$ cat src/rtl/core/csl_pkg.sv
package csl_pkg;

    // Result kinds as they appear on the kind field
    typedef enum logic [3:0] {
        K_TEXT = 4'd0,
        K_EOF  = 4'd1,
        K_NUM  = 4'd2,
        K_CHR  = 4'd3,
        K_STR  = 4'd4,
        K_OP   = 4'd5,
        K_SEP  = 4'd6,
        K_ID   = 4'd7,
        K_KW   = 4'd8,
        K_ERR  = 4'd9
    } t_kind;

    // Scanner modes
    typedef enum logic [3:0] {
        M_IDLE,
        M_NUM0,
        M_NUM,
        M_IDENT,
        M_STR,
        M_STR_ESC,
        M_CHR_OPEN,
        M_CHR_ESC,
        M_CHR_CLOSE,
        M_OP1,
        M_SHIFT,
        M_COMMENT
    } t_mode;

    // One result beat without the value and line fields
    typedef struct packed {
        t_kind       kind;
        logic [7:0]  text;
        logic [4:0]  radix;
        logic [7:0]  sub;
    } t_res;

    localparam int NUM_KW   = 10;
    localparam int MAX_RES  = 3;

    // Operator codes
    localparam logic [7:0] OP_ASSIGN  = 8'd0;
    localparam logic [7:0] OP_INC     = 8'd1;
    localparam logic [7:0] OP_DEC     = 8'd2;
    localparam logic [7:0] OP_BNOT    = 8'd3;
    localparam logic [7:0] OP_LNOT    = 8'd4;
    localparam logic [7:0] OP_EQ      = 8'd5;
    localparam logic [7:0] OP_NE      = 8'd6;
    localparam logic [7:0] OP_LT      = 8'd7;
    localparam logic [7:0] OP_GT      = 8'd8;
    localparam logic [7:0] OP_LE      = 8'd9;
    localparam logic [7:0] OP_GE      = 8'd10;
    localparam logic [7:0] OP_ADD     = 8'd11;
    localparam logic [7:0] OP_SUB     = 8'd12;
    localparam logic [7:0] OP_MUL     = 8'd13;
    localparam logic [7:0] OP_DIV     = 8'd14;
    localparam logic [7:0] OP_MOD     = 8'd15;
    localparam logic [7:0] OP_SHL     = 8'd16;
    localparam logic [7:0] OP_SHR     = 8'd17;
    localparam logic [7:0] OP_AND     = 8'd18;
    localparam logic [7:0] OP_OR      = 8'd19;
    localparam logic [7:0] OP_XOR     = 8'd20;
    localparam logic [7:0] OP_LAND    = 8'd21;
    localparam logic [7:0] OP_LOR     = 8'd22;
    localparam logic [7:0] OP_ADD_EQ  = 8'd23;
    localparam logic [7:0] OP_SUB_EQ  = 8'd24;
    localparam logic [7:0] OP_MUL_EQ  = 8'd25;
    localparam logic [7:0] OP_DIV_EQ  = 8'd26;
    localparam logic [7:0] OP_MOD_EQ  = 8'd27;
    localparam logic [7:0] OP_SHL_EQ  = 8'd28;
    localparam logic [7:0] OP_SHR_EQ  = 8'd29;
    localparam logic [7:0] OP_AND_EQ  = 8'd30;
    localparam logic [7:0] OP_OR_EQ   = 8'd31;
    localparam logic [7:0] OP_XOR_EQ  = 8'd32;

    // Keyword spellings, first character in the top byte, zero padded
    localparam logic [47:0] KW_TEXT [NUM_KW] = '{
        {"void",   16'h0},
        {"char",   16'h0},
        {"int",    24'h0},
        {"enum",   16'h0},
        {"if",     32'h0},
        {"else",   16'h0},
        {"while",   8'h0},
        {"for",    24'h0},
        {"return"},
        {"sizeof"}
    };
    localparam logic [2:0] KW_LEN [NUM_KW] = '{
        3'd4, 3'd4, 3'd3, 3'd4, 3'd2, 3'd4, 3'd5, 3'd3, 3'd6, 3'd6
    };

    function automatic t_res mk_res(t_kind kind, logic [7:0] text,
                                    logic [4:0] radix, logic [7:0] sub);
        t_res r;
        r.kind  = kind;
        r.text  = text;
        r.radix = radix;
        r.sub   = sub;
        return r;
    endfunction

    // Digit value for radix up to 16, or 16 when not a hex digit
    function automatic logic [4:0] digit_val(logic [7:0] c);
        logic [4:0] d;
        d = 5'd16;
        if (c >= "0" && c <= "9") d = 5'(c - "0");
        else if (c >= "a" && c <= "f") d = 5'(c - "a" + 8'd10);
        else if (c >= "A" && c <= "F") d = 5'(c - "A" + 8'd10);
        return d;
    endfunction

    function automatic logic is_ident(logic [7:0] c);
        return (c >= "0" && c <= "9") || (c >= "a" && c <= "z") ||
               (c >= "A" && c <= "Z") || c == "_";
    endfunction

    function automatic logic [7:0] escape_char(logic [7:0] c);
        logic [7:0] e;
        unique case (c)
            "n":     e = 8'h0a;
            "r":     e = 8'h0d;
            "t":     e = 8'h09;
            "b":     e = 8'h08;
            "0":     e = 8'h00;
            default: e = c;
        endcase
        return e;
    endfunction

    function automatic logic [7:0] op_single(logic [7:0] p);
        logic [7:0] o;
        unique case (p)
            "<":     o = OP_LT;
            ">":     o = OP_GT;
            "=":     o = OP_ASSIGN;
            "*":     o = OP_MUL;
            "+":     o = OP_ADD;
            "-":     o = OP_SUB;
            "&":     o = OP_AND;
            "|":     o = OP_OR;
            "/":     o = OP_DIV;
            "%":     o = OP_MOD;
            "^":     o = OP_XOR;
            default: o = OP_LNOT;
        endcase
        return o;
    endfunction

    function automatic logic [7:0] op_assign(logic [7:0] p);
        logic [7:0] o;
        unique case (p)
            "<":     o = OP_LE;
            ">":     o = OP_GE;
            "=":     o = OP_EQ;
            "*":     o = OP_MUL_EQ;
            "+":     o = OP_ADD_EQ;
            "-":     o = OP_SUB_EQ;
            "&":     o = OP_AND_EQ;
            "|":     o = OP_OR_EQ;
            "/":     o = OP_DIV_EQ;
            "%":     o = OP_MOD_EQ;
            "^":     o = OP_XOR_EQ;
            default: o = OP_NE;
        endcase
        return o;
    endfunction

endpackage

$ cat src/rtl/core/csl_scan.sv
module csl_scan #(
    parameter int VALUE_BITS = 32,
    parameter int LINE_BITS  = 16
) (
    input  logic                                i_clk,
    input  logic                                i_rst_n,
    input  logic                                i_step,
    input  logic [7:0]                          i_byte,
    input  logic                                i_end,
    output csl_pkg::t_res [2:0]                 o_res,
    output logic [2:0][VALUE_BITS-1:0]          o_val,
    output logic [1:0]                          o_cnt,
    output logic [LINE_BITS-1:0]                o_line
);
    import csl_pkg::*;

    localparam logic [LINE_BITS-1:0] LINE_TOP = '1;
    localparam logic [LINE_BITS-1:0] LINE_ONE = LINE_BITS'(1);

    t_mode                  r_mode,  n_mode;
    logic [7:0]             r_pend,  n_pend;
    logic [VALUE_BITS-1:0]  r_acc,   n_acc;
    logic [4:0]             r_radix, n_radix;
    logic                   r_stop,  n_stop;
    logic [NUM_KW-1:0]      r_cand,  n_cand;
    logic [2:0]             r_len,   n_len;
    logic [7:0]             r_chr,   n_chr;
    logic [LINE_BITS-1:0]   r_line,  n_line;

    t_res                   pre0, pre1, st0, st1;
    logic [1:0]             pcnt, scnt;
    logic [VALUE_BITS-1:0]  pre_value;
    logic                   do_start, do_num;
    logic [4:0]             radix_eff, dval;
    logic [VALUE_BITS-1:0]  acc_mul;
    logic [7:0]             c;

    // Narrow the keyword candidates by one more character
    function automatic logic [NUM_KW-1:0] kw_feed(logic [NUM_KW-1:0] cand,
                                                 logic [2:0] p, logic [7:0] ch);
        logic [NUM_KW-1:0] nc;
        nc = cand;
        if (p >= 3'd6) begin
            nc = '0;
        end else begin
            for (int k = 0; k < NUM_KW; k++) begin
                if (KW_TEXT[k][47 - 8*p -: 8] != ch) nc[k] = 1'b0;
            end
        end
        return nc;
    endfunction

    function automatic t_res ident_res(logic [NUM_KW-1:0] cand, logic [2:0] len);
        t_res r;
        r = mk_res(K_ID, 8'd0, 5'd0, 8'd0);
        for (int k = NUM_KW - 1; k >= 0; k--) begin
            if (cand[k] && KW_LEN[k] == len) r = mk_res(K_KW, 8'd0, 5'd0, 8'(k));
        end
        return r;
    endfunction

    assign c = i_byte;

    // Multiply the accumulator by the radix with shifts
    always_comb begin
        unique case (radix_eff)
            5'd2:    acc_mul = r_acc << 1;
            5'd8:    acc_mul = r_acc << 3;
            5'd16:   acc_mul = r_acc << 4;
            default: acc_mul = (r_acc << 3) + (r_acc << 1);
        endcase
    end

    assign dval = digit_val(c);

    // Step the scanner on one byte
    always_comb begin
        n_mode = r_mode;  n_pend = r_pend;  n_acc = r_acc;  n_radix = r_radix;
        n_stop = r_stop;  n_cand = r_cand;  n_len = r_len;  n_chr = r_chr;
        n_line = r_line;
        pre0 = '0; pre1 = '0; st0 = '0; st1 = '0;
        pcnt = 2'd0; scnt = 2'd0;
        pre_value = '0;
        do_start = 1'b0;
        do_num = 1'b0;
        radix_eff = r_radix;

        if (i_end) begin
            // flush pending token, then end of file
            pcnt = 2'd1;
            unique case (r_mode)
                M_NUM0, M_NUM: begin
                    pre0 = mk_res(K_NUM, 8'd0, r_radix, 8'd0);
                    pre_value = r_acc;
                end
                M_IDENT: pre0 = ident_res(r_cand, r_len);
                M_STR, M_STR_ESC, M_CHR_OPEN, M_CHR_ESC, M_CHR_CLOSE:
                    pre0 = mk_res(K_ERR, 8'd0, 5'd0, 8'd0);
                M_OP1: pre0 = mk_res(K_OP, 8'd0, 5'd0, op_single(r_pend));
                M_SHIFT: pre0 = mk_res(K_OP, 8'd0, 5'd0,
                                       r_pend == ">" ? OP_SHR : OP_SHL);
                default: pcnt = 2'd0;
            endcase
            if (pcnt == 2'd1) begin
                pre1 = mk_res(K_EOF, 8'd0, 5'd0, 8'd0);
                pcnt = 2'd2;
            end else begin
                pre0 = mk_res(K_EOF, 8'd0, 5'd0, 8'd0);
                pcnt = 2'd1;
            end
            n_mode = M_IDLE;  n_pend = '0;  n_acc = '0;  n_radix = 5'd10;
            n_stop = 1'b0;    n_cand = '1;  n_len = '0;  n_chr = '0;
            n_line = LINE_ONE;
        end else begin
            unique case (r_mode)
                M_NUM0: begin
                    if (c == "b" || c == "B" || c == "x" || c == "X") begin
                        pre0 = mk_res(K_TEXT, c, 5'd0, 8'd0);
                        pcnt = 2'd1;
                        n_radix = (c == "b" || c == "B") ? 5'd2 : 5'd16;
                        n_acc = '0;
                        n_mode = M_NUM;
                    end else begin
                        radix_eff = (c >= "0" && c <= "7") ? 5'd8 : 5'd10;
                        n_radix = radix_eff;
                        n_mode = M_NUM;
                        do_num = 1'b1;
                    end
                end
                M_NUM: do_num = 1'b1;
                M_IDENT: begin
                    if (is_ident(c)) begin
                        n_cand = kw_feed(r_cand, r_len, c);
                        n_len = (r_len < 3'd7) ? r_len + 3'd1 : 3'd7;
                        pre0 = mk_res(K_TEXT, c, 5'd0, 8'd0);
                        pcnt = 2'd1;
                    end else begin
                        pre0 = ident_res(r_cand, r_len);
                        pcnt = 2'd1;
                        do_start = 1'b1;
                    end
                end
                M_STR: begin
                    if (c == "\"") begin
                        pre0 = mk_res(K_STR, 8'd0, 5'd0, 8'd0);
                        pcnt = 2'd1;
                        n_mode = M_IDLE;
                    end else if (c == "\\") begin
                        n_mode = M_STR_ESC;
                    end else begin
                        pre0 = mk_res(K_TEXT, c, 5'd0, 8'd0);
                        pcnt = 2'd1;
                    end
                end
                M_STR_ESC: begin
                    pre0 = mk_res(K_TEXT, escape_char(c), 5'd0, 8'd0);
                    pcnt = 2'd1;
                    n_mode = M_STR;
                end
                M_CHR_OPEN: begin
                    if (c == "\\") begin
                        n_mode = M_CHR_ESC;
                    end else begin
                        n_chr = c;
                        n_mode = M_CHR_CLOSE;
                    end
                end
                M_CHR_ESC: begin
                    n_chr = escape_char(c);
                    n_mode = M_CHR_CLOSE;
                end
                M_CHR_CLOSE: begin
                    pcnt = 2'd1;
                    if (c == "'") begin
                        pre0 = mk_res(K_CHR, 8'd0, 5'd0, 8'd0);
                        pre_value = VALUE_BITS'(r_chr);
                        n_mode = M_IDLE;
                    end else begin
                        pre0 = mk_res(K_ERR, c, 5'd0, 8'd0);
                        do_start = 1'b1;
                    end
                end
                M_OP1: begin
                    if (c == "=") begin
                        pre0 = mk_res(K_OP, 8'd0, 5'd0, op_assign(r_pend));
                        pcnt = 2'd1;
                        n_mode = M_IDLE;
                    end else if (c == r_pend && (r_pend == "<" || r_pend == ">")) begin
                        n_mode = M_SHIFT;
                    end else if (c == r_pend && r_pend == "/") begin
                        n_mode = M_COMMENT;
                    end else if (c == r_pend && (r_pend == "+" || r_pend == "-" ||
                                                 r_pend == "&" || r_pend == "|")) begin
                        pre0 = mk_res(K_OP, 8'd0, 5'd0,
                                      r_pend == "+" ? OP_INC :
                                      r_pend == "-" ? OP_DEC :
                                      r_pend == "&" ? OP_LAND : OP_LOR);
                        pcnt = 2'd1;
                        n_mode = M_IDLE;
                    end else begin
                        pre0 = mk_res(K_OP, 8'd0, 5'd0, op_single(r_pend));
                        pcnt = 2'd1;
                        do_start = 1'b1;
                    end
                end
                M_SHIFT: begin
                    pcnt = 2'd1;
                    if (c == "=") begin
                        pre0 = mk_res(K_OP, 8'd0, 5'd0,
                                      r_pend == ">" ? OP_SHR_EQ : OP_SHL_EQ);
                        n_mode = M_IDLE;
                    end else begin
                        pre0 = mk_res(K_OP, 8'd0, 5'd0,
                                      r_pend == ">" ? OP_SHR : OP_SHL);
                        do_start = 1'b1;
                    end
                end
                M_COMMENT: do_start = (c == 8'h0a);
                default: do_start = 1'b1;
            endcase

            // Number body: digits extend the token, anything else ends it
            if (do_num) begin
                pcnt = 2'd1;
                if (dval == 5'd16) begin
                    pre0 = mk_res(K_NUM, 8'd0, radix_eff, 8'd0);
                    pre_value = r_acc;
                    do_start = 1'b1;
                end else begin
                    pre0 = mk_res(K_TEXT, c, 5'd0, 8'd0);
                    if (!r_stop) begin
                        if (dval < radix_eff) n_acc = acc_mul + VALUE_BITS'(dval);
                        else n_stop = 1'b1;
                    end
                end
            end

            // Start a new token with this byte
            if (do_start) begin
                n_mode = M_IDLE;
                if (c == " " || c == 8'h0d || c == 8'h09) begin
                    scnt = 2'd0;
                end else if (c == 8'h0a) begin
                    if (r_line < LINE_TOP) n_line = r_line + LINE_ONE;
                end else if (c >= "0" && c <= "9") begin
                    st0 = mk_res(K_TEXT, c, 5'd0, 8'd0);
                    scnt = 2'd1;
                    n_radix = 5'd10;
                    n_stop = 1'b0;
                    n_acc = VALUE_BITS'(c - "0");
                    n_mode = (c == "0") ? M_NUM0 : M_NUM;
                end else if (is_ident(c)) begin
                    n_cand = kw_feed('1, 3'd0, c);
                    n_len = 3'd1;
                    st0 = mk_res(K_TEXT, c, 5'd0, 8'd0);
                    scnt = 2'd1;
                    n_mode = M_IDENT;
                end else begin
                    unique case (c)
                        "\"": n_mode = M_STR;
                        "'":  n_mode = M_CHR_OPEN;
                        "{", "}", "(", ")", "[", "]", ",", ";": begin
                            st0 = mk_res(K_SEP, 8'd0, 5'd0, c);
                            scnt = 2'd1;
                        end
                        "<", ">", "=", "*", "+", "-", "&", "|", "/", "%", "^", "!": begin
                            n_pend = c;
                            n_mode = M_OP1;
                        end
                        "~": begin
                            st0 = mk_res(K_OP, 8'd0, 5'd0, OP_BNOT);
                            scnt = 2'd1;
                        end
                        default: begin
                            st0 = mk_res(K_TEXT, c, 5'd0, 8'd0);
                            st1 = mk_res(K_ERR, c, 5'd0, 8'd0);
                            scnt = 2'd2;
                        end
                    endcase
                end
            end
        end
    end

    // Pack the results of this byte into slots
    always_comb begin
        o_res = '0;
        unique case (pcnt)
            2'd0: begin
                o_res[0] = st0;
                o_res[1] = st1;
            end
            2'd1: begin
                o_res[0] = pre0;
                o_res[1] = st0;
                o_res[2] = st1;
            end
            default: begin
                o_res[0] = pre0;
                o_res[1] = pre1;
                o_res[2] = st0;
            end
        endcase
        for (int i = 0; i < MAX_RES; i++) begin
            o_val[i] = (o_res[i].kind == K_NUM || o_res[i].kind == K_CHR) ?
                       pre_value : '0;
        end
    end

    assign o_cnt  = pcnt + scnt;
    assign o_line = r_line;

    // Hold scanner state
    always_ff @(posedge i_clk) begin
        if (!i_rst_n) begin
            r_mode  <= M_IDLE;
            r_pend  <= '0;
            r_acc   <= '0;
            r_radix <= 5'd10;
            r_stop  <= 1'b0;
            r_cand  <= '1;
            r_len   <= '0;
            r_chr   <= '0;
            r_line  <= LINE_ONE;
        end else if (i_step) begin
            r_mode  <= n_mode;
            r_pend  <= n_pend;
            r_acc   <= n_acc;
            r_radix <= n_radix;
            r_stop  <= n_stop;
            r_cand  <= n_cand;
            r_len   <= n_len;
            r_chr   <= n_chr;
            r_line  <= n_line;
        end
    end

endmodule

$ cat src/rtl/core/csl_outbuf.sv
module csl_outbuf #(
    parameter int VALUE_BITS = 32,
    parameter int LINE_BITS  = 16
) (
    input  logic                            i_clk,
    input  logic                            i_rst_n,
    input  logic                            i_load,
    input  csl_pkg::t_res [2:0]             i_res,
    input  logic [2:0][VALUE_BITS-1:0]      i_val,
    input  logic [1:0]                      i_cnt,
    input  logic [LINE_BITS-1:0]            i_line,
    output logic                            o_can_load,
    output logic                            o_valid,
    input  logic                            i_ready,
    output csl_pkg::t_res                   o_res,
    output logic [VALUE_BITS-1:0]           o_val,
    output logic [LINE_BITS-1:0]            o_line,
    output logic                            o_last
);
    import csl_pkg::*;

    t_res                   r_res [MAX_RES];
    logic [VALUE_BITS-1:0]  r_val [MAX_RES];
    logic [1:0]             r_cnt;
    logic [1:0]             r_idx;
    logic [LINE_BITS-1:0]   r_line;

    assign o_valid    = r_idx < r_cnt;
    assign o_last     = r_idx == r_cnt - 2'd1;
    assign o_can_load = !o_valid || (i_ready && o_last);
    assign o_res      = r_res[r_idx];
    assign o_val      = r_val[r_idx];
    assign o_line     = r_line;

    // Hold the payload of one byte's results
    always_ff @(posedge i_clk) begin
        if (i_load) begin
            for (int i = 0; i < MAX_RES; i++) begin
                r_res[i] <= i_res[i];
                r_val[i] <= i_val[i];
            end
            r_line <= i_line;
        end
    end

    // Advance through the slots one beat at a time
    always_ff @(posedge i_clk) begin
        if (!i_rst_n) begin
            r_cnt <= '0;
            r_idx <= '0;
        end else if (i_load) begin
            r_cnt <= i_cnt;
            r_idx <= '0;
        end else if (o_valid && i_ready) begin
            r_idx <= r_idx + 2'd1;
        end
    end

endmodule

$ cat src/rtl/core/c_subset_lexer_unit.sv
// Streaming C-subset lexer.
// Input channel: one source byte per beat (i_in_byte), or an end marker
// (i_end_of_input) that flushes any pending token, emits Eof and returns the
// scanner to its reset state so the next source starts at line 1.
// Output channel: one result per beat: text bytes of identifiers, numbers and
// strings and bad bytes, then token results (number, char, string, operator,
// separator, identifier, keyword, error, Eof). o_last_result marks the final
// result caused by one input byte; a byte may cause zero to three results.
// An accepted byte waits in the input register, then its results load into
// the output slots; further results follow one a cycle while i_ready is high.
// Throughput: one byte per cycle while each byte causes at most one result
// and the receiver is ready; a byte with more results holds the input until
// the single output port has drained the result slots.
// A stalled receiver holds the current result; the input register still
// takes one more byte, then ready drops until the slots drain.
// Reset (i_rst_n low, synchronous) empties both registers and puts the
// scanner between tokens at line 1.
module c_subset_lexer_unit #(
    parameter int VALUE_BITS = 32,
    parameter int LINE_BITS  = 16
) (
    input  logic                    i_clk,
    input  logic                    i_rst_n,
    input  logic                    i_valid,
    output logic                    o_ready,
    input  logic [7:0]              i_in_byte,
    input  logic                    i_end_of_input,
    output logic                    o_valid,
    input  logic                    i_ready,
    output logic [3:0]              o_result_kind,
    output logic [7:0]              o_text_byte,
    output logic [VALUE_BITS-1:0]   o_token_value,
    output logic [4:0]              o_number_radix,
    output logic [7:0]              o_sub_code,
    output logic [LINE_BITS-1:0]    o_line_number,
    output logic                    o_last_result
);
    import csl_pkg::*;

    logic                           r_in_valid;
    logic [7:0]                     r_byte;
    logic                           r_end;
    logic                           step;
    logic                           can_load;
    t_res [2:0]                     scan_res;
    logic [2:0][VALUE_BITS-1:0]     scan_val;
    logic [1:0]                     scan_cnt;
    logic [LINE_BITS-1:0]           scan_line;
    t_res                           out_res;

    assign step    = r_in_valid && can_load;
    assign o_ready = !r_in_valid || step;

    // Capture the input beat
    always_ff @(posedge i_clk) begin
        if (!i_rst_n) begin
            r_in_valid <= 1'b0;
        end else if (o_ready) begin
            r_in_valid <= i_valid;
        end
    end

    always_ff @(posedge i_clk) begin
        if (o_ready && i_valid) begin
            r_byte <= i_in_byte;
            r_end  <= i_end_of_input;
        end
    end

    csl_scan #(
        .VALUE_BITS (VALUE_BITS),
        .LINE_BITS  (LINE_BITS)
    ) u_scan (
        .i_clk   (i_clk),
        .i_rst_n (i_rst_n),
        .i_step  (step),
        .i_byte  (r_byte),
        .i_end   (r_end),
        .o_res   (scan_res),
        .o_val   (scan_val),
        .o_cnt   (scan_cnt),
        .o_line  (scan_line)
    );

    csl_outbuf #(
        .VALUE_BITS (VALUE_BITS),
        .LINE_BITS  (LINE_BITS)
    ) u_outbuf (
        .i_clk      (i_clk),
        .i_rst_n    (i_rst_n),
        .i_load     (step),
        .i_res      (scan_res),
        .i_val      (scan_val),
        .i_cnt      (scan_cnt),
        .i_line     (scan_line),
        .o_can_load (can_load),
        .o_valid    (o_valid),
        .i_ready    (i_ready),
        .o_res      (out_res),
        .o_val      (o_token_value),
        .o_line     (o_line_number),
        .o_last     (o_last_result)
    );

    assign o_result_kind  = out_res.kind;
    assign o_text_byte    = out_res.text;
    assign o_number_radix = out_res.radix;
    assign o_sub_code     = out_res.sub;

endmodule

$ cat config.mk
export PLATFORM = sky130hd
export DESIGN_NAME = c_subset_lexer_unit
export DESIGN_NICKNAME = d
export VERILOG_FILES = /design/src/rtl/core/csl_pkg.sv /design/src/rtl/core/csl_scan.sv /design/src/rtl/core/csl_outbuf.sv /design/src/rtl/core/c_subset_lexer_unit.sv
export SDC_FILE = /design/constraint.sdc
export NUM_CORES = 1
export LEC_CHECK = 0
export BUFFER_PORTS_ARGS = -buffer_cell sky130_fd_sc_hd__buf_2
export CORE_ASPECT_RATIO = 1.5
export CORE_MARGIN = 2
export CORE_UTILIZATION = 30
export CTS_BUF_LIST = sky130_fd_sc_hd__clkbuf_16
export DETAILED_ROUTE_END_ITERATION = 10
export SLEW_MARGIN = 20
export SYNTH_ARGS = -nofsm -noshare
export SYNTH_HDL_FRONTEND = slang
export SYNTH_SLANG_ARGS = --single-unit
$ cat constraint.sdc
create_clock -name i_clk -period 9.5 [get_ports i_clk]
set_clock_uncertainty 0.05 [all_clocks]
set_input_delay 0 -clock i_clk [delete_from_list [all_inputs] [get_ports i_clk]]
set_output_delay 0 -clock i_clk [all_outputs]
set_load 0.05 [all_outputs]
* Yosys cells after proc, flatten, opt, wreduce, memory -nomap -nowiden
Memory sizes are Yosys's and may differ from the RTL's. A register that Yosys moved wholly into a read port is not among the register bits.
Index checks and enable logic that the tools add are counted.
** Storage, ports and cells
- Flip-flop bits (word level) :: 117
- Memory bits (writable) :: 171
- Input bits :: 13
- Memories kept :: 2
** Operators by class
- Eq/ne operators :: 105
- Shifts and indexed selects :: 10
- $add $sub $neg :: 14
- Order comparisons :: 14
- Bitwise gates (word level) :: 1
- Reductions and logical operators :: 64
- Mux-type cells :: 206
** Memories
- u_outbuf.r_val :: words 3, bits a word 32, read ports 1, clocked after memory_dff 1, write ports 3, line csl_outbuf.sv:23 : logic [VALUE_BITS-1:0] r_val [MAX_RES];
- u_outbuf.r_res :: words 3, bits a word 25, read ports 1, clocked after memory_dff 1, write ports 3, line csl_outbuf.sv:22 : t_res r_res [MAX_RES];
** Operators with widths (number)
- $mux 25 :: 32
- $mux 32 :: 19
- $shiftx 55x33->8 const A :: 10
- $eq 8x6->1 const B :: 27
- $pmux 25 s7 :: 1
- $eq 8x7->1 const B :: 18
- $pmux 25 s5 :: 1
- $mux 8 :: 14
- $pmux 50 s2 :: 1
- $pmux 32 s3 :: 1
- $mux 10 :: 9
- $mux 16 :: 5
- $ne 8x8->1 :: 10
- $mux 5 :: 15
- $pmux 24 s3 :: 1
- $pmux 6 s11 :: 1
- $ne 7x8->1 const A :: 8
- $mux 4 :: 15
- $pmux 5 s11 :: 1
- $pmux 25 s2 :: 1
- $mux 1 :: 47
- $mux 21 :: 2
- $mux 2 :: 20
- $pmux 8 s5 :: 1
- 72 further kinds :: 154

* Logic depth before layout (Yosys ltp)
- Word-level depth :: 20
- Mapped depth :: 28
- Gate-level depth less buffers :: 21

* Modules after synthesis
A second synthesis with hierarchy kept.
** Second synthesis, totals
- Cell total of the unflattened synthesis :: 2166
- Area total of the unflattened synthesis :: 19508.7 um^2
** Modules (own cells, without submodules)
- csl_scan :: cells an instance 1746, times used 1, area each 12069.1 um^2
- csl_outbuf :: cells an instance 405, times used 1, area each 7104.3 um^2
- c_subset_lexer_unit :: cells an instance 15, times used 1, area each 335.3 um^2

* Least setup slack after synthesis
Ideal clock, no wire load.
- Kind :: register to register
- Start :: register u_outbuf.r_cnt[1]
- End :: register u_scan.r_acc[16]
- Buffers on the path :: 2
- Slack :: 1.065 ns
- Data arrival time :: 8.263 ns
- Setup time :: 0.122 ns
- Cell stages (with the launch flop) :: 14
- Cell sequence :: dfxtp_1 inv_1 ha_1 a21oi_1 a21boi_0 nand2b_1 clkbuf_1 clkinv_1 nand3_1 a31oi_4 nand2_2 o21ai_2 buf_4 a221o_1
** Between the ends
- Elaborated cells on any way between the ends :: 7
** RTL lines
- start, declared :: line csl_outbuf.sv:24 : logic [1:0] r_cnt;
- start signal, assigned :: line csl_outbuf.sv:52 : r_cnt <= i_cnt;
- $lt 2x2->1 :: line csl_outbuf.sv:28 : assign o_valid = r_idx < r_cnt;
- net o_valid :: line c_subset_lexer_unit.sv:28 : output logic o_valid,
- $logic_not 1->1 :: line csl_outbuf.sv:30 : assign o_can_load = !o_valid || (i_ready && o_last);
- $logic_or 1x1->1 :: line csl_outbuf.sv:30
- $logic_and 1x1->1 :: line c_subset_lexer_unit.sv:51 : assign step = r_in_valid && can_load;
- net step :: line c_subset_lexer_unit.sv:43 : logic step;
- end signal, assigned :: line csl_scan.sv:328 : r_acc <= n_acc;
- end, declared :: line csl_scan.sv:22 : logic [VALUE_BITS-1:0] r_acc, n_acc;
The timed path passes the listed nets, and every way through them passes these cells.
A chain may end at the register's enable or synchronous reset.

* Worst setup path after layout
- Start :: register r_byte[0]
- End :: register u_scan.r_acc[30]
** Between the ends
- Word-level cells in the longest chain between the ends :: 20
- Elaborated cells on any way between the ends :: 84
** Ends and longest elaborated chain
- start, declared :: line c_subset_lexer_unit.sv:41 : logic [7:0] r_byte;
- start signal, assigned :: line c_subset_lexer_unit.sv:65 : r_byte <= i_in_byte;
- parallel branches: the longest is 18 deep, another holds $add 32x5->32
- $mux 32 (*) :: line csl_scan.sv:239 : if (do_start) begin
- $mux 32 (*) :: line csl_scan.sv:88 : if (i_end) begin
Mark *: on every way between the ends. The select of a mux whose other input is x is not followed.

==> key figures <==
Worst setup path
  • Longest individual stage delay on the worst path: 0.82 ns
  • Logic depth of the worst register-to-register path: 22
  • Worst setup EP type: flip-flop
  • Worst Path Class, Setup: reg2reg
  • Crit Reg-Reg Startpoint: r_byte[0]$_DFFE_PP_
  • Beginning of the critical path: r_byte[0]$_DFFE_PP_
  • Crit Path Max Fanout: 26
  • Worst path arrival time: around 6.9 ns
  • Type of origin of the critical path: flip-flop
  • Req. time, crit path: 9.95 ns
  • Cell type with the highest occurrence count on the critical path: sky130_fd_sc_hd__inv_1
  • Buffers plus inverters on the worst setup path: 4
  • Endpoint of the most critical register-to-register path: u_scan.r_acc[30]$_SDFFE_PN0P_
  • Endpoint of the worst setup timing path: u_scan.r_acc[30]$_SDFFE_PN0P_
  • Cell breakdown of the critical path: buf_4 -> inv_1 -> ha_1 -> or3b_1 -> o31a_1 -> nand2_1 -> a21o_1 -> nor2_1 -> and2_1 -> ha_1 -> a21o_1 -> a21oi_1 -> inv_1 -> a21oi_1 -> inv_1 -> nand4_1 -> nor2_1 -> nand3_2 -> nor3_4 -> nand4bb_1 -> and3_1 -> o31ai_1
  • Stages on worst setup path: 22
  • Family of cells with the greatest summed delay on the critical path: simple AND/OR/NAND/NOR gates
  • Critical path's slowest cell: sky130_fd_sc_hd__a21o_1
  • Register-to-register setup slack: just over 3 ns

Global routing
  • Initial antenna violation count: 0
  • Global Route Usage Sum: between 10% and 20%
  • Sum of overflow across all layers after global routing: 0
  • Global-route wire length before repair: between 90 and 100 mm
  • Via count of the first global-routing pass: roughly 16,000
  • Pin count of the biggest net entering global routing: 69

Timing
  • Fraction of the cycle the final worst path needs: 67.58%
  • Final TNS setup: 0 ns
  • Number of hold violations in the final report: 0
  • Total setup violations reported at the end of the flow: 0
  • Count of pins over their slew limit: 0
  • Post-layout minimum cycle time: 6.420 ns
  • Fmax: approximately 160 MHz
  • Actual transition at the worst max-transition pin: 1.102 ns
  • Worst slew margin relative to its limit: 26.51%
  • Worst hold slack after final layout: ~0.074 ns
  • Unrepaired setup endpoints after global routing: false

Placed design
  • Inst Count DP: 2,950
  • Number of port buffers: between 80 and 90
  • Final estimated routing congestion in global placement: around 0.95
  • DPL Wire Length: 45.96 mm

Synthesis
  • Predominant post-synthesis flop cell: sky130_fd_sc_hd__edfxtp_1
  • Most frequent cell after synthesis: sky130_fd_sc_hd__nand2_1
  • Share of synthesized flip-flops with an asynchronous set or reset: 0%
  • Unique cell type count in the Yosys netlist: about 110
  • Part of the Yosys area used for sequential elements: 40.28%
  • YS warnings: 0
  • Top cell types by occurrence after synthesis: sky130_fd_sc_hd__nand2_1 (244), sky130_fd_sc_hd__nor2_1 (196), sky130_fd_sc_hd__edfxtp_1 (186)
  • Mean instance size in the synthesized netlist: 8.837 um^2
  • Netlist area before placement: 18,540 um^2
  • Post-synthesis register bit count: 280
  • Post-synth EDFFs: 186
  • Gate Count Post-Synth: approximately 2,100
  • Post-synth top area cell: sky130_fd_sc_hd__edfxtp_1
  • Top post-synthesis cells by area: sky130_fd_sc_hd__edfxtp_1 (30%), sky130_fd_sc_hd__dfxtp_1 (10%), sky130_fd_sc_hd__nand2_1 (4.9%)
  • Area share of the leading cell type in the synthesized netlist: 30.13%

Clock network
  • TritonCTS Buffers: 29
  • CTS Root Buffer Type: sky130_fd_sc_hd__clkbuf_16
  • Number of buffers on the longest clock path: 3
  • Post-CTS Repair Setup Buffers: 0
  • CTS clk-pin slew, worst paths: 0.06 ns
  • Total clock sinks: 280
  • Clock latency on the worst-skew pair: 0.59 ns
  • CTS tree: built
  • Level count of the clock H-tree: 1

Floorplanning
  • Floorplan core area: about 60,000 um^2
  • Die area: 63,840 um^2
  • Boundary Pins: 89
  • Standard-cell row count: 111
  • Horizontal extent of the die: 207.0 um
  • Die span in y: between 300 and 400 um
  • Initial cell density of the core: 30.34%

Power and ir drop
  • Cell Pwr Density: roughly 150 nW/um^2
  • Maximum ir drop on the vdd rail: 0.1428 mV
  • Leakage: 0.007426 uW

Run
  • Total of max-cap violations: 0

Layout
  • Nets: 2,273
  • Diodes inserted: 0
  • Share of cells above drive strength 1: 9.883%
  • Non-filler cells in the finished layout: 3,017
  • Area Overhead vs Synth: 13.14%

Routing
  • Violation count after the first detailed-route iteration: 1,398
  • Drt pass-1 iters: 5
  • Drt total wl: 62.31 mm
  • Antenna Violating Nets Remaining: 0
  • Routed length per placed instance: 20.65 um
  • Count of unresolved DRC violations after routing: 0
  • Via/cell ratio: 5.552
  • Via count of the routed design: 16,750

Hold path
  • Hold Crit Start: i_end_of_input
  • Class of the tightest hold or removal check: in2reg

Status
  • Result of the run: complete, no violations
[cell type report]
type | count | area, um^2
sequential | 280 | 7472
clock buffer | 29 | 725.7
tap | 791 | 989.7
fill | 6336 | 40130
clock inverter | 25 | 207.7
timing repair buffer | 130 | 788.3
inverter | 43 | 166.4
multi-input combinational | 1719 | 10630
[cell families after synthesis]
group | Yosys count | synth area share (%)
flops | 280 | 40.28
compound gates | 642 | 23.19
fa+ha+maj | 57 | 3.928
simple gates | 806 | 21.63
other cells | 1 | 0.02023
buf+inv | 174 | 3.975
xor+xnor | 71 | 3.354
mux | 67 | 3.624
[registers in the layout (all words and copies together), names as in the netlist, 3 cells and up, named ones only]
name / flops
u_scan.r_radix: 5
u_outbuf.r_val: 96
u_scan.r_chr: 8
r_byte: 8
u_scan.o_line: 16
u_scan.r_len: 3
u_outbuf.o_line: 16
u_scan.r_acc: 32
u_scan.r_cand: 10
u_outbuf.r_res: 65
u_scan.r_mode: 4
u_scan.r_pend: 8
[metrics by stage]
stage	util [%]	setup slack (ns)	instance area, um^2	total power (uW)
after floorplan	-	1.065	18820	1804
after global placement	32.58	3.365	19910	1939
after detailed placement	32.58	3.244	19910	1946
after CTS	34.32	3.216	20970	3088
after global routing	34.32	2.735	20980	3175
final	34.32	3.080	20980	3055
[report_power, final]
| part | switching [uW] | leakage (uW) | internal [uW] |
|---|---|---|---|
| clock network | 511 | 0.000477 | 618 |
| registers | 33.6 | 0.00252 | 1370 |
| logic | 388 | 0.00443 | 130 |
[metal layers]
| metal | global-route usage [%] | vias to the layer above | part of all wire [%] |
|---|---|---|---|
| met1 | 21.44 | 7981 | 38 |
| met5 | 0 | - | 0 |
| li1 | - | 7973 | - |
| met2 | 34.91 | 619 | 52 |
| met4 | 10.65 | 0 | 5.8 |
| met3 | 1.817 | 176 | 4.4 |
[placed cells by master, fill, tap and decap left out, types with 10 or more instances in the layout]
master,n
sky130_fd_sc_hd__a211oi_1,16
sky130_fd_sc_hd__a21boi_0,11
sky130_fd_sc_hd__a21o_1,19
sky130_fd_sc_hd__a21oi_1,151
sky130_fd_sc_hd__a221o_1,13
sky130_fd_sc_hd__a221oi_1,11
sky130_fd_sc_hd__a222oi_1,10
sky130_fd_sc_hd__a22o_1,26
sky130_fd_sc_hd__a22oi_1,27
sky130_fd_sc_hd__a31oi_1,27
sky130_fd_sc_hd__and2_1,58
sky130_fd_sc_hd__and3_1,29
sky130_fd_sc_hd__buf_2,88
sky130_fd_sc_hd__buf_4,29
sky130_fd_sc_hd__clkbuf_16,29
sky130_fd_sc_hd__conb_1,76
sky130_fd_sc_hd__dfxtp_1,92
sky130_fd_sc_hd__dlygate4sd3_1,13
sky130_fd_sc_hd__edfxtp_1,186
sky130_fd_sc_hd__ha_1,55
sky130_fd_sc_hd__inv_1,45
sky130_fd_sc_hd__mux2i_1,66
sky130_fd_sc_hd__nand2_1,244
sky130_fd_sc_hd__nand2b_1,24
sky130_fd_sc_hd__nand3_1,42
sky130_fd_sc_hd__nand4_1,24
sky130_fd_sc_hd__nor2_1,196
sky130_fd_sc_hd__nor2b_1,39
sky130_fd_sc_hd__nor3_1,57
sky130_fd_sc_hd__o21a_1,14
sky130_fd_sc_hd__o21ai_0,161
sky130_fd_sc_hd__o22ai_1,14
sky130_fd_sc_hd__o31ai_1,19
sky130_fd_sc_hd__or2_2,10
sky130_fd_sc_hd__or3_1,17
sky130_fd_sc_hd__xnor2_1,44
sky130_fd_sc_hd__xor2_1,27
[repair_timing]
item	4_1_cts	5_1_grt
gates resized for setup	0	0
hold buffers	13	0
setup endpoints to repair	0	0
endpoints found under the hold margin	48	0
[worst min path at each step]
| stage | to | slack, ns | cells past startpoint |
|---|---|---|---|
| 2_1_floorplan | r_byte[0]$_DFFE_PP_ | 0.05 | 0 |
| 3_3_place_gp | r_end$_DFFE_PP_ | 0.13 | 1 |
| 3_5_place_dp | r_end$_DFFE_PP_ | 0.13 | 1 |
| 4_1_cts | r_end$_DFFE_PP_ | 0.04 | 2 |
| 5_1_grt | r_byte[0]$_DFFE_PP_ | 0.08 | 2 |
| 6_report | r_end$_DFFE_PP_ | 0.07 | 2 |
(Power assumes the default switching activity.)
